`src/hdl/whc_pkg.sv`:
```
// Shared types and constants for the workpiece height classifier.
package whc_pkg;

    // Configuration register indexes
    localparam logic [1:0] REG_ZERO_LEVEL   = 2'd0;
    localparam logic [1:0] REG_SCALE_FACTOR = 2'd1;
    localparam logic [1:0] REG_MEASURE_EN   = 2'd2;

    localparam int CFG_IDX_W  = 2;
    localparam int CFG_DATA_W = 24;
    localparam int SCALE_W    = 24;
    localparam int SCALE_FRAC = 16;
    localparam int DIFF_W     = 8;
    localparam int AVG_W      = 16;
    localparam int AVG_FRAC   = 8;
    localparam int KIND_W     = 3;

    localparam int DIFF_MAX = 127;
    localparam int DIFF_MIN = -128;

    // Height bands in millimetres
    localparam logic signed [DIFF_W-1:0] BELT_LO  = -8'sd5;
    localparam logic signed [DIFF_W-1:0] BELT_HI  = 8'sd5;
    localparam logic signed [DIFF_W-1:0] DRILL_LO = 8'sd6;
    localparam logic signed [DIFF_W-1:0] DRILL_HI = 8'sd10;
    localparam logic signed [DIFF_W-1:0] FLAT_LO  = 8'sd19;
    localparam logic signed [DIFF_W-1:0] FLAT_HI  = 8'sd23;
    localparam logic signed [DIFF_W-1:0] HIGH_LO  = 8'sd24;
    localparam logic signed [DIFF_W-1:0] HIGH_HI  = 8'sd26;

    // Result queue sizing
    localparam int FIFO_DEPTH = 8;
    localparam int PTR_W      = 3;
    localparam int CNT_W      = 4;

    typedef enum logic [1:0] {
        EV_REPORT  = 2'd0,
        EV_BELT    = 2'd1,
        EV_ARRIVED = 2'd2
    } ev_t;

    typedef enum logic [1:0] {
        KIND_FLAT  = 2'd0,
        KIND_HIGH  = 2'd1,
        KIND_DRILL = 2'd2,
        KIND_CODE  = 2'd3
    } ptype_t;

    // Stored kind: no piece, otherwise piece type plus one
    localparam logic [KIND_W-1:0] PIECE_NONE = 3'd0;

    typedef struct packed {
        ev_t                       event_code;
        ptype_t                    piece_type;
        logic signed [DIFF_W-1:0]  height_mm;
        logic                      last;
    } result_t;

    function automatic logic [KIND_W-1:0] kind_of(input ptype_t ty);
        kind_of = KIND_W'(ty) + KIND_W'(1);
    endfunction

endpackage

```
`src/hdl/whc_diff.sv`:
```
// Sample to rounded, saturated millimetre difference from the empty belt.
module whc_diff #(
    parameter int ADC_BITS = 12
) (
    input  logic [ADC_BITS-1:0]                  zero_level,
    input  logic [whc_pkg::SCALE_W-1:0]          scale_factor,
    input  logic [ADC_BITS-1:0]                  sample,
    output logic signed [whc_pkg::DIFF_W-1:0]    diff
);
    import whc_pkg::*;

    localparam int DW = ADC_BITS + 1;
    localparam int PW = DW + SCALE_W + 1;
    localparam int QW = PW - SCALE_FRAC;
    localparam logic signed [PW-1:0] ROUND_HALF = PW'(1) <<< (SCALE_FRAC - 1);
    localparam logic signed [QW-1:0] Q_MAX = QW'(DIFF_MAX);
    localparam logic signed [QW-1:0] Q_MIN = QW'(DIFF_MIN);

    logic signed [DW-1:0]        delta;
    logic signed [SCALE_W:0]     scale_s;
    logic signed [PW-1:0]        prod;
    logic signed [PW-1:0]        rounded;
    logic signed [QW-1:0]        q;

    // Form the count difference and scale it to Q.16 millimetres
    assign delta   = $signed({1'b0, zero_level}) - $signed({1'b0, sample});
    assign scale_s = $signed({1'b0, scale_factor});
    assign prod    = PW'(delta) * PW'(scale_s);

    // Round half up, then floor by dropping the fraction
    assign rounded = prod + ROUND_HALF;
    assign q       = $signed(rounded[PW-1:SCALE_FRAC]);

    // Clamp to the signed 8-bit range
    always_comb
    begin
        if (q > Q_MAX)
        begin
            diff = DIFF_W'(DIFF_MAX);
        end
        else if (q < Q_MIN)
        begin
            diff = DIFF_W'(DIFF_MIN);
        end
        else
        begin
            diff = q[DIFF_W-1:0];
        end
    end

endmodule

```
`src/hdl/whc_track.sv`:
```
// Piece tracking state, height averaging and result generation.
module whc_track (
    input  logic                              clk,
    input  logic                              rst_n,
    input  logic                              item_valid,
    input  logic signed [whc_pkg::DIFF_W-1:0] diff,
    output logic [1:0]                        push_cnt,
    output whc_pkg::result_t                  res0,
    output whc_pkg::result_t                  res1
);
    import whc_pkg::*;

    logic [KIND_W-1:0]       kind_reg, kind_next;
    logic signed [AVG_W-1:0] avg_reg, avg_next;
    logic                    seen_high_reg, seen_high_next;
    logic                    seen_drill_reg, seen_drill_next;
    logic                    seen_code_reg, seen_code_next;
    logic                    slowed_reg, slowed_next;

    logic signed [AVG_W:0]   avg_sum;
    logic signed [AVG_W-1:0] avg_cur;
    logic signed [AVG_W-1:0] diff_q;
    logic signed [DIFF_W-1:0] height;
    logic                    in_belt, in_drill, in_flat, in_high;

    // Diff in Q7.8 and the halved running sum
    assign diff_q  = {diff, {AVG_FRAC{1'b0}}};
    assign avg_sum = (AVG_W+1)'(avg_reg) + (AVG_W+1)'(diff_q);
    assign avg_cur = slowed_reg ? avg_sum[AVG_W:1] : avg_reg;

    // Truncate the average toward zero for the report
    assign height = avg_cur[AVG_W-1:AVG_FRAC]
                  + DIFF_W'(avg_cur[AVG_W-1] && (avg_cur[AVG_FRAC-1:0] != '0));

    assign in_belt  = (diff >= BELT_LO)  && (diff <= BELT_HI);
    assign in_drill = (diff >= DRILL_LO) && (diff <= DRILL_HI);
    assign in_flat  = (diff >= FLAT_LO)  && (diff <= FLAT_HI);
    assign in_high  = (diff >= HIGH_LO)  && (diff <= HIGH_HI);

    // Band handling and result selection
    always_comb
    begin
        kind_next       = kind_reg;
        avg_next        = avg_reg;
        seen_high_next  = seen_high_reg;
        seen_drill_next = seen_drill_reg;
        seen_code_next  = seen_code_reg;
        slowed_next     = slowed_reg;
        push_cnt        = 2'd0;
        res0            = '0;
        res1            = '0;

        if (item_valid)
        begin
            avg_next = avg_cur;
            if (in_belt)
            begin
                if (kind_reg != PIECE_NONE)
                begin
                    res0.event_code = EV_REPORT;
                    res0.piece_type = ptype_t'(2'(kind_reg - KIND_W'(1)));
                    res0.height_mm  = height;
                    res0.last       = 1'b0;
                    res1.event_code = EV_BELT;
                    res1.last       = 1'b1;
                    push_cnt        = 2'd2;
                    kind_next       = PIECE_NONE;
                    avg_next        = '0;
                    seen_high_next  = 1'b0;
                    seen_drill_next = 1'b0;
                    seen_code_next  = 1'b0;
                    slowed_next     = 1'b0;
                end
            end
            else if (in_drill)
            begin
                if (seen_high_reg)
                begin
                    seen_drill_next = 1'b1;
                end
            end
            else if (in_flat)
            begin
                if (seen_high_reg)
                begin
                    kind_next      = kind_of(KIND_CODE);
                    seen_code_next = 1'b1;
                end
                else
                begin
                    if (!slowed_reg)
                    begin
                        res0.event_code = EV_ARRIVED;
                        res0.last       = 1'b1;
                        push_cnt        = 2'd1;
                        slowed_next     = 1'b1;
                        avg_next        = diff_q;
                    end
                    kind_next = kind_of(KIND_FLAT);
                end
            end
            else if (in_high)
            begin
                if (seen_drill_reg)
                begin
                    kind_next = kind_of(KIND_DRILL);
                end
                else if (!seen_code_reg)
                begin
                    if (!slowed_reg)
                    begin
                        res0.event_code = EV_ARRIVED;
                        res0.last       = 1'b1;
                        push_cnt        = 2'd1;
                        slowed_next     = 1'b1;
                        avg_next        = diff_q;
                    end
                    seen_high_next = 1'b1;
                    kind_next      = kind_of(KIND_HIGH);
                end
            end
        end
    end

    // Hold tracking state
    always_ff @(posedge clk or negedge rst_n)
    begin
        if (!rst_n)
        begin
            kind_reg       <= PIECE_NONE;
            avg_reg        <= '0;
            seen_high_reg  <= 1'b0;
            seen_drill_reg <= 1'b0;
            seen_code_reg  <= 1'b0;
            slowed_reg     <= 1'b0;
        end
        else
        begin
            kind_reg       <= kind_next;
            avg_reg        <= avg_next;
            seen_high_reg  <= seen_high_next;
            seen_drill_reg <= seen_drill_next;
            seen_code_reg  <= seen_code_next;
            slowed_reg     <= slowed_next;
        end
    end

    // A tracked piece always has averaging running
    a_kind_slowed: assert property (@(posedge clk) disable iff (!rst_n)
        (kind_reg != PIECE_NONE) |-> slowed_reg)
        else $error("piece tracked without averaging");

    a_drill_high: assert property (@(posedge clk) disable iff (!rst_n)
        seen_drill_reg |-> seen_high_reg)
        else $error("drill flag without high flag");

    a_report_clears: assert property (@(posedge clk) disable iff (!rst_n)
        (push_cnt == 2'd2) |=> (kind_reg == PIECE_NONE) && !slowed_reg
                               && (avg_reg == '0))
        else $error("state not cleared after report");

endmodule

```
`src/hdl/whc_result_fifo.sv`:
```
// Result queue taking up to two results per cycle and giving one.
module whc_result_fifo (
    input  logic                        clk,
    input  logic                        rst_n,
    input  logic [1:0]                  push_cnt,
    input  whc_pkg::result_t            wr_data0,
    input  whc_pkg::result_t            wr_data1,
    input  logic                        pop,
    output whc_pkg::result_t            rd_data,
    output logic [whc_pkg::CNT_W-1:0]   count,
    output logic                        not_empty
);
    import whc_pkg::*;

    result_t            entry_reg [FIFO_DEPTH];
    logic [PTR_W-1:0]   wr_ptr_reg, wr_ptr_next;
    logic [PTR_W-1:0]   rd_ptr_reg, rd_ptr_next;
    logic [CNT_W-1:0]   count_reg, count_next;
    logic [PTR_W-1:0]   wr_ptr_1;

    assign wr_ptr_1  = wr_ptr_reg + PTR_W'(1);
    assign rd_data   = entry_reg[rd_ptr_reg];
    assign count     = count_reg;
    assign not_empty = (count_reg != '0);

    // Advance pointers and fill count
    always_comb
    begin
        wr_ptr_next = wr_ptr_reg + PTR_W'(push_cnt);
        rd_ptr_next = rd_ptr_reg + PTR_W'(pop);
        count_next  = count_reg + CNT_W'(push_cnt) - CNT_W'(pop);
    end

    always_ff @(posedge clk or negedge rst_n)
    begin
        if (!rst_n)
        begin
            wr_ptr_reg <= '0;
            rd_ptr_reg <= '0;
            count_reg  <= '0;
        end
        else
        begin
            wr_ptr_reg <= wr_ptr_next;
            rd_ptr_reg <= rd_ptr_next;
            count_reg  <= count_next;
        end
    end

    // Store pushed results
    always_ff @(posedge clk)
    begin
        if (push_cnt != 2'd0)
        begin
            entry_reg[wr_ptr_reg] <= wr_data0;
        end
        if (push_cnt == 2'd2)
        begin
            entry_reg[wr_ptr_1] <= wr_data1;
        end
    end

    a_no_overflow: assert property (@(posedge clk) disable iff (!rst_n)
        ((CNT_W+1)'(count_reg) + (CNT_W+1)'(push_cnt))
            <= ((CNT_W+1)'(FIFO_DEPTH) + (CNT_W+1)'(pop)))
        else $error("result queue overflow");

    a_no_underflow: assert property (@(posedge clk) disable iff (!rst_n)
        pop |-> (count_reg != '0))
        else $error("result queue underflow");

    a_count_bound: assert property (@(posedge clk) disable iff (!rst_n)
        count_reg <= CNT_W'(FIFO_DEPTH))
        else $error("result queue count out of range");

endmodule

```
`src/hdl/workpiece_height_classifier.sv`:
```
// Top level of the workpiece height classifier.
// An accepted sample is held in the input register, evaluated from there,
// and its results go into the eight-entry result queue that drives the output.
// Throughput: one sample per cycle unless in_stall; a report gives two
// results, leaving one per cycle unless out_stall; the queue throttles input.
// Reset clears configuration, tracking state and the queue; no clearing pass.
module workpiece_height_classifier #(
    parameter int ADC_BITS = 12
) (
    input  logic                                clk,
    input  logic                                rst_n,
    input  logic                                cfg_we,
    input  logic [whc_pkg::CFG_IDX_W-1:0]       cfg_index,
    input  logic [whc_pkg::CFG_DATA_W-1:0]      cfg_data,
    input  logic                                in_valid,
    output logic                                in_stall,
    input  logic [ADC_BITS-1:0]                 sample,
    output logic                                out_valid,
    input  logic                                out_stall,
    output logic [1:0]                          event_code,
    output logic [1:0]                          piece_type,
    output logic signed [whc_pkg::DIFF_W-1:0]   height_mm,
    output logic                                last
);
    import whc_pkg::*;

    logic [ADC_BITS-1:0]      zero_reg;
    logic [SCALE_W-1:0]       scale_reg;
    logic                     enable_reg;
    logic                     in_valid_reg;
    logic [ADC_BITS-1:0]      sample_reg;
    logic                     in_accept;
    logic signed [DIFF_W-1:0] diff;
    logic [1:0]               push_cnt;
    result_t                  res0;
    result_t                  res1;
    result_t                  head;
    logic [CNT_W-1:0]         fill;
    logic [CNT_W:0]           fill_bound;
    logic                     pop;

    // Hold configuration registers
    always_ff @(posedge clk or negedge rst_n)
    begin
        if (!rst_n)
        begin
            zero_reg   <= '0;
            scale_reg  <= '0;
            enable_reg <= 1'b0;
        end
        else if (cfg_we)
        begin
            case (cfg_index)
                REG_ZERO_LEVEL:   zero_reg   <= cfg_data[ADC_BITS-1:0];
                REG_SCALE_FACTOR: scale_reg  <= cfg_data[SCALE_W-1:0];
                REG_MEASURE_EN:   enable_reg <= cfg_data[0];
                default:          ;
            endcase
        end
    end

    // Stall while the queue could not take two results from each item in flight
    assign fill_bound = (CNT_W+1)'(fill) + (CNT_W+1)'({in_valid_reg, 1'b0});
    assign in_stall   = (fill_bound > (CNT_W+1)'(FIFO_DEPTH - 2));
    assign in_accept  = in_valid && !in_stall;

    // Input register
    always_ff @(posedge clk or negedge rst_n)
    begin
        if (!rst_n)
        begin
            in_valid_reg <= 1'b0;
        end
        else
        begin
            in_valid_reg <= in_accept;
        end
    end

    always_ff @(posedge clk)
    begin
        if (in_accept)
        begin
            sample_reg <= sample;
        end
    end

    whc_diff #(
        .ADC_BITS (ADC_BITS)
    ) u_diff (
        .zero_level   (zero_reg),
        .scale_factor (scale_reg),
        .sample       (sample_reg),
        .diff         (diff)
    );

    whc_track u_track (
        .clk        (clk),
        .rst_n      (rst_n),
        .item_valid (in_valid_reg && enable_reg),
        .diff       (diff),
        .push_cnt   (push_cnt),
        .res0       (res0),
        .res1       (res1)
    );

    assign pop = out_valid && !out_stall;

    whc_result_fifo u_fifo (
        .clk       (clk),
        .rst_n     (rst_n),
        .push_cnt  (push_cnt),
        .wr_data0  (res0),
        .wr_data1  (res1),
        .pop       (pop),
        .rd_data   (head),
        .count     (fill),
        .not_empty (out_valid)
    );

    // Drive result transaction fields from the queue head
    assign event_code = head.event_code;
    assign piece_type = head.piece_type;
    assign height_mm  = head.height_mm;
    assign last       = head.last;

endmodule
```
`config.mk`:
```
export PLATFORM = sky130hd
export DESIGN_NAME = workpiece_height_classifier
export DESIGN_NICKNAME = d
export VERILOG_FILES = /design/src/hdl/whc_pkg.sv /design/src/hdl/whc_diff.sv /design/src/hdl/whc_track.sv /design/src/hdl/whc_result_fifo.sv /design/src/hdl/workpiece_height_classifier.sv
export SDC_FILE = /design/constraint.sdc
export NUM_CORES = 1
export LEC_CHECK = 0
export BUFFER_PORTS_ARGS = -buffer_cell sky130_fd_sc_hd__clkbuf_2
export CORE_MARGIN = 5
export CORE_UTILIZATION = 70
export CTS_CLUSTER_SIZE = 12
export DETAILED_ROUTE_END_ITERATION = 16
export GPL_TIMING_DRIVEN = 1
export PLACE_DENSITY = 0.88
export SLEW_MARGIN = 5
export SYNTH_ARGS = -nofsm -noshare
export SYNTH_HDL_FRONTEND = slang
export SYNTH_SLANG_ARGS = --single-unit
```
`constraint.sdc`:
```
create_clock -name clk -period 22.3 [get_ports clk]
set_input_delay 0 -clock clk [delete_from_list [all_inputs] [get_ports clk]]
set_output_delay 0 -clock clk [all_outputs]
set_load 0.02 [all_outputs]
```
==> flow_metrics.env <==
export IMPL_crit_path_max_fanout=26
export IMPL_routed_via_count=16200
export IMPL_synth_fp_nets=2456
export IMPL_worst_pin_slew_ns=1.26
export IMPL_skew_ns=0.0185
export IMPL_antenna_found_initial=0
export IMPL_cts_setup_buffers=0
export IMPL_path_class="flip-flop to flip-flop"
export IMPL_dp_cells=2385
export IMPL_status="finished, final reports clean"
export IMPL_grt_max_degree=53
export IMPL_fmax_mhz=72.5
export IMPL_setup_violations=0
export IMPL_synth_top_cell_by_area="fa_1"
export IMPL_synth_simple_area_share=0.151
export IMPL_largest_reg_flops=104
export IMPL_post_route_period_util=0.618
export IMPL_fin_cells=2459
export IMPL_path_clk_slew_ns=0.09
export IMPL_drt_pass1_iter_count=5
export IMPL_yosys_area_top_type_share=0.249
export IMPL_mostFrequentLayoutCell="inv_1"
export IMPL_dieArea_um2=31500
export IMPL_postSynth_asyncResetShare=0.380
export IMPL_synthAdderAreaFrac=0.344
export IMPL_pin_count=58
export IMPL_ys_flop_type="dfxtp_1"
export IMPL_crit_slowest_cell="o31ai_1"
export IMPL_cts_buffers=17
export IMPL_reg2reg_depth=52
export IMPL_fp_dieH_um=178
export IMPL_final_cell_mix="267 x inv_1, 249 x nand2_1, 245 x fa_1"
export IMPL_core_area_um2=27800
export IMPL_syn_instance_count=2019
export IMPL_post_synth_cell_area_avg_um2=9.74
export IMPL_viasPerCell=6.59
export IMPL_cts_tree="yes"
export IMPL_synth_seq_area_share=0.223
export IMPL_gp_congestion=0.948
export IMPL_finalHoldViolCount=0
export IMPL_syn2layout_area_growth_pct=8.45
export IMPL_cts_num_sinks=187
export IMPL_syn_cell_area_um2=19700
export IMPL_synth_area_leaders="fa_1 25%, ha_1 9.5%, dfrtp_1 9.0%, dfxtp_1 9.0%, inv_1 5.1%"
export IMPL_wire_per_inst_um=21.9
export IMPL_grt_first_pass_wirelength_um=88000
export IMPL_maxSlewViolCount=0
export IMPL_crit_arrival_ns=14.19
export IMPL_fin_setup_tns_ns=0
export IMPL_crit_path_start_kind="flip-flop"
export IMPL_rsz0062_at_grt="false"
export IMPL_layout_nets=2505
export IMPL_synth_xor_area_frac=0.0192
export IMPL_dpl_hpwl_um=37300
export IMPL_first_iter_violations=1813
export IMPL_endpoint_kind="flip-flop"
export IMPL_clk_latency_ns=0.47
export IMPL_routed_wl_um=53700
export IMPL_slowest_delay_ns=0.63
export IMPL_grt_total_usage=0.354
export IMPL_drive_above_1_share=0.115
export IMPL_route_detailed_drc=0
export IMPL_hp_class="input pin to async pin"
export IMPL_ys_ff_latch=187
export IMPL_yosysWarnings=0
export IMPL_antenna_diode_count=0
export IMPL_synthMuxAreaShare=0.0630
export IMPL_cts_buffer_depth=2
export IMPL_synth_edf_count=28
export IMPL_period_needed_ns=13.79
export IMPL_hold_ws_ns=0.0314
export IMPL_grt_overflow=0
export IMPL_synth_compound_area_share=0.131
export IMPL_yosysUniqueCellTypes=92
export IMPL_synth_top_family_by_area="adder cells"
export IMPL_cpMostUsedCell="fa_1"
export IMPL_h_tree_depth=4
export IMPL_root_buffer="clkbuf_16"
export IMPL_initial_core_util=0.708
export IMPL_fp_dieW_um=178
export IMPL_cap_violations=0
export IMPL_rows=61
export IMPL_grt_pass1_vias=17300
export IMPL_ant_nets=0
export IMPL_port_buffer_count=57
export IMPL_relSlewSlack=0.159
export IMPL_worstPathRequired_ns=22.70
==> cell usage after synthesis, drive strengths merged (8+ instances only) <==
master,instances
a21oi,68
edfxtp,28
o22ai,9
dfrtp,71
nand2b,30
nand2,249
buf,15
a32oi,8
inv,270
o211ai,13
nor2b,28
mux2,50
dfxtp,88
clkbuf,71
or2,13
a31oi,9
fa,245
a211oi,8
nor3,17
o21ai,78
nand3,21
mux2i,9
and2,77
mux4,26
xnor2,25
nor4,16
nor2,103
ha,149
xor2,18
a32o,10
a21o,18
nand4,12
or3,9
a22o,78
==> final timing paths <==
kind	startpoint	end	slack, ns
max reg2reg	zero_reg[0]$_DFFE_PN0P_	u_fifo.entry_reg[7][8]$_SDFFE_PP0P_	8.51
max	zero_reg[0]$_DFFE_PN0P_	u_fifo.entry_reg[7][8]$_SDFFE_PP0P_	8.51
max in group asynchronous	rst_n	u_track.avg_reg[6]$_DFFE_PN0P_	21.51
min in group clk	in_valid	in_valid_reg$_DFF_PN0_	0.17
min	rst_n	scale_reg[14]$_DFFE_PN0P_	0.03
min reg2reg	u_fifo.entry_reg[3][1]$_SDFFE_PP0P_	u_fifo.entry_reg[3][1]$_SDFFE_PP0P_	0.49
==> cell families (layout without fill, tap and decap cells) <==
logic type,Yosys count,after routing
DFF,187,187
adders and majority gates,394,394
muxes,85,85
xor gates and xnor gates,43,43
and+or+nand+nor,598,598
buffers and inverters,358,420
AOI/OAI and AO/OA,354,354
==> cell type report <==
class / instances / area [um2]
inverters: 272 / 1020
multi-input cells: 1474 / 13900
well taps: 378 / 473
flip-flops and latches: 187 / 4380
repair buffers: 116 / 846
fillers: 1741 / 6450
clock inverters: 15 / 233
clock buffers: 17 / 425
==> repair_timing <==
action | in CTS | in global routing
gates resized for setup | 0 | 0
hold endpoints to repair | 69 | 0
hold buffers | 42 | 0
==> worst max-delay path: cells and delay by family (launching register included) <==
kind,cells,cell delay (ns)
AND/OR/NAND/NOR,13,2.19
adder cells (fa/ha/maj),12,4.75
AO/OA/AOI/OAI,22,5.58
buffers and inverters,4,0.27
flip-flops,1,0.42
XOR/XNOR,1,0.53
==> layer usage <==
| layer | share of wire | up-vias | global-route usage | wire, um |
|---|---|---|---|---|
| met1 | 0.37 | 8027 | 0.440 | 19700 |
| li1 | - | 6887 | - | - |
| met4 | 0.053 | 0 | 0.178 | 2830 |
| met3 | 0.090 | 259 | 0.0763 | 4840 |
| met5 | 0 | - | 0 | 0 |
| met2 | 0.49 | 1038 | 0.586 | 26400 |
==> per-stage QoR <==
step,utilization,area [um2],worst slack (ns)
final,0.768,21300,8.51
after global routing,0.768,21300,7.61
after CTS,0.768,21300,8.98
after detailed placement,0.728,20200,9.33
after global placement,0.728,20200,9.78
after floorplan,-,19700,11.07
Power is not shown: default switching activity piles up to over one toggle a cycle in this logic, so the estimate is an artifact.
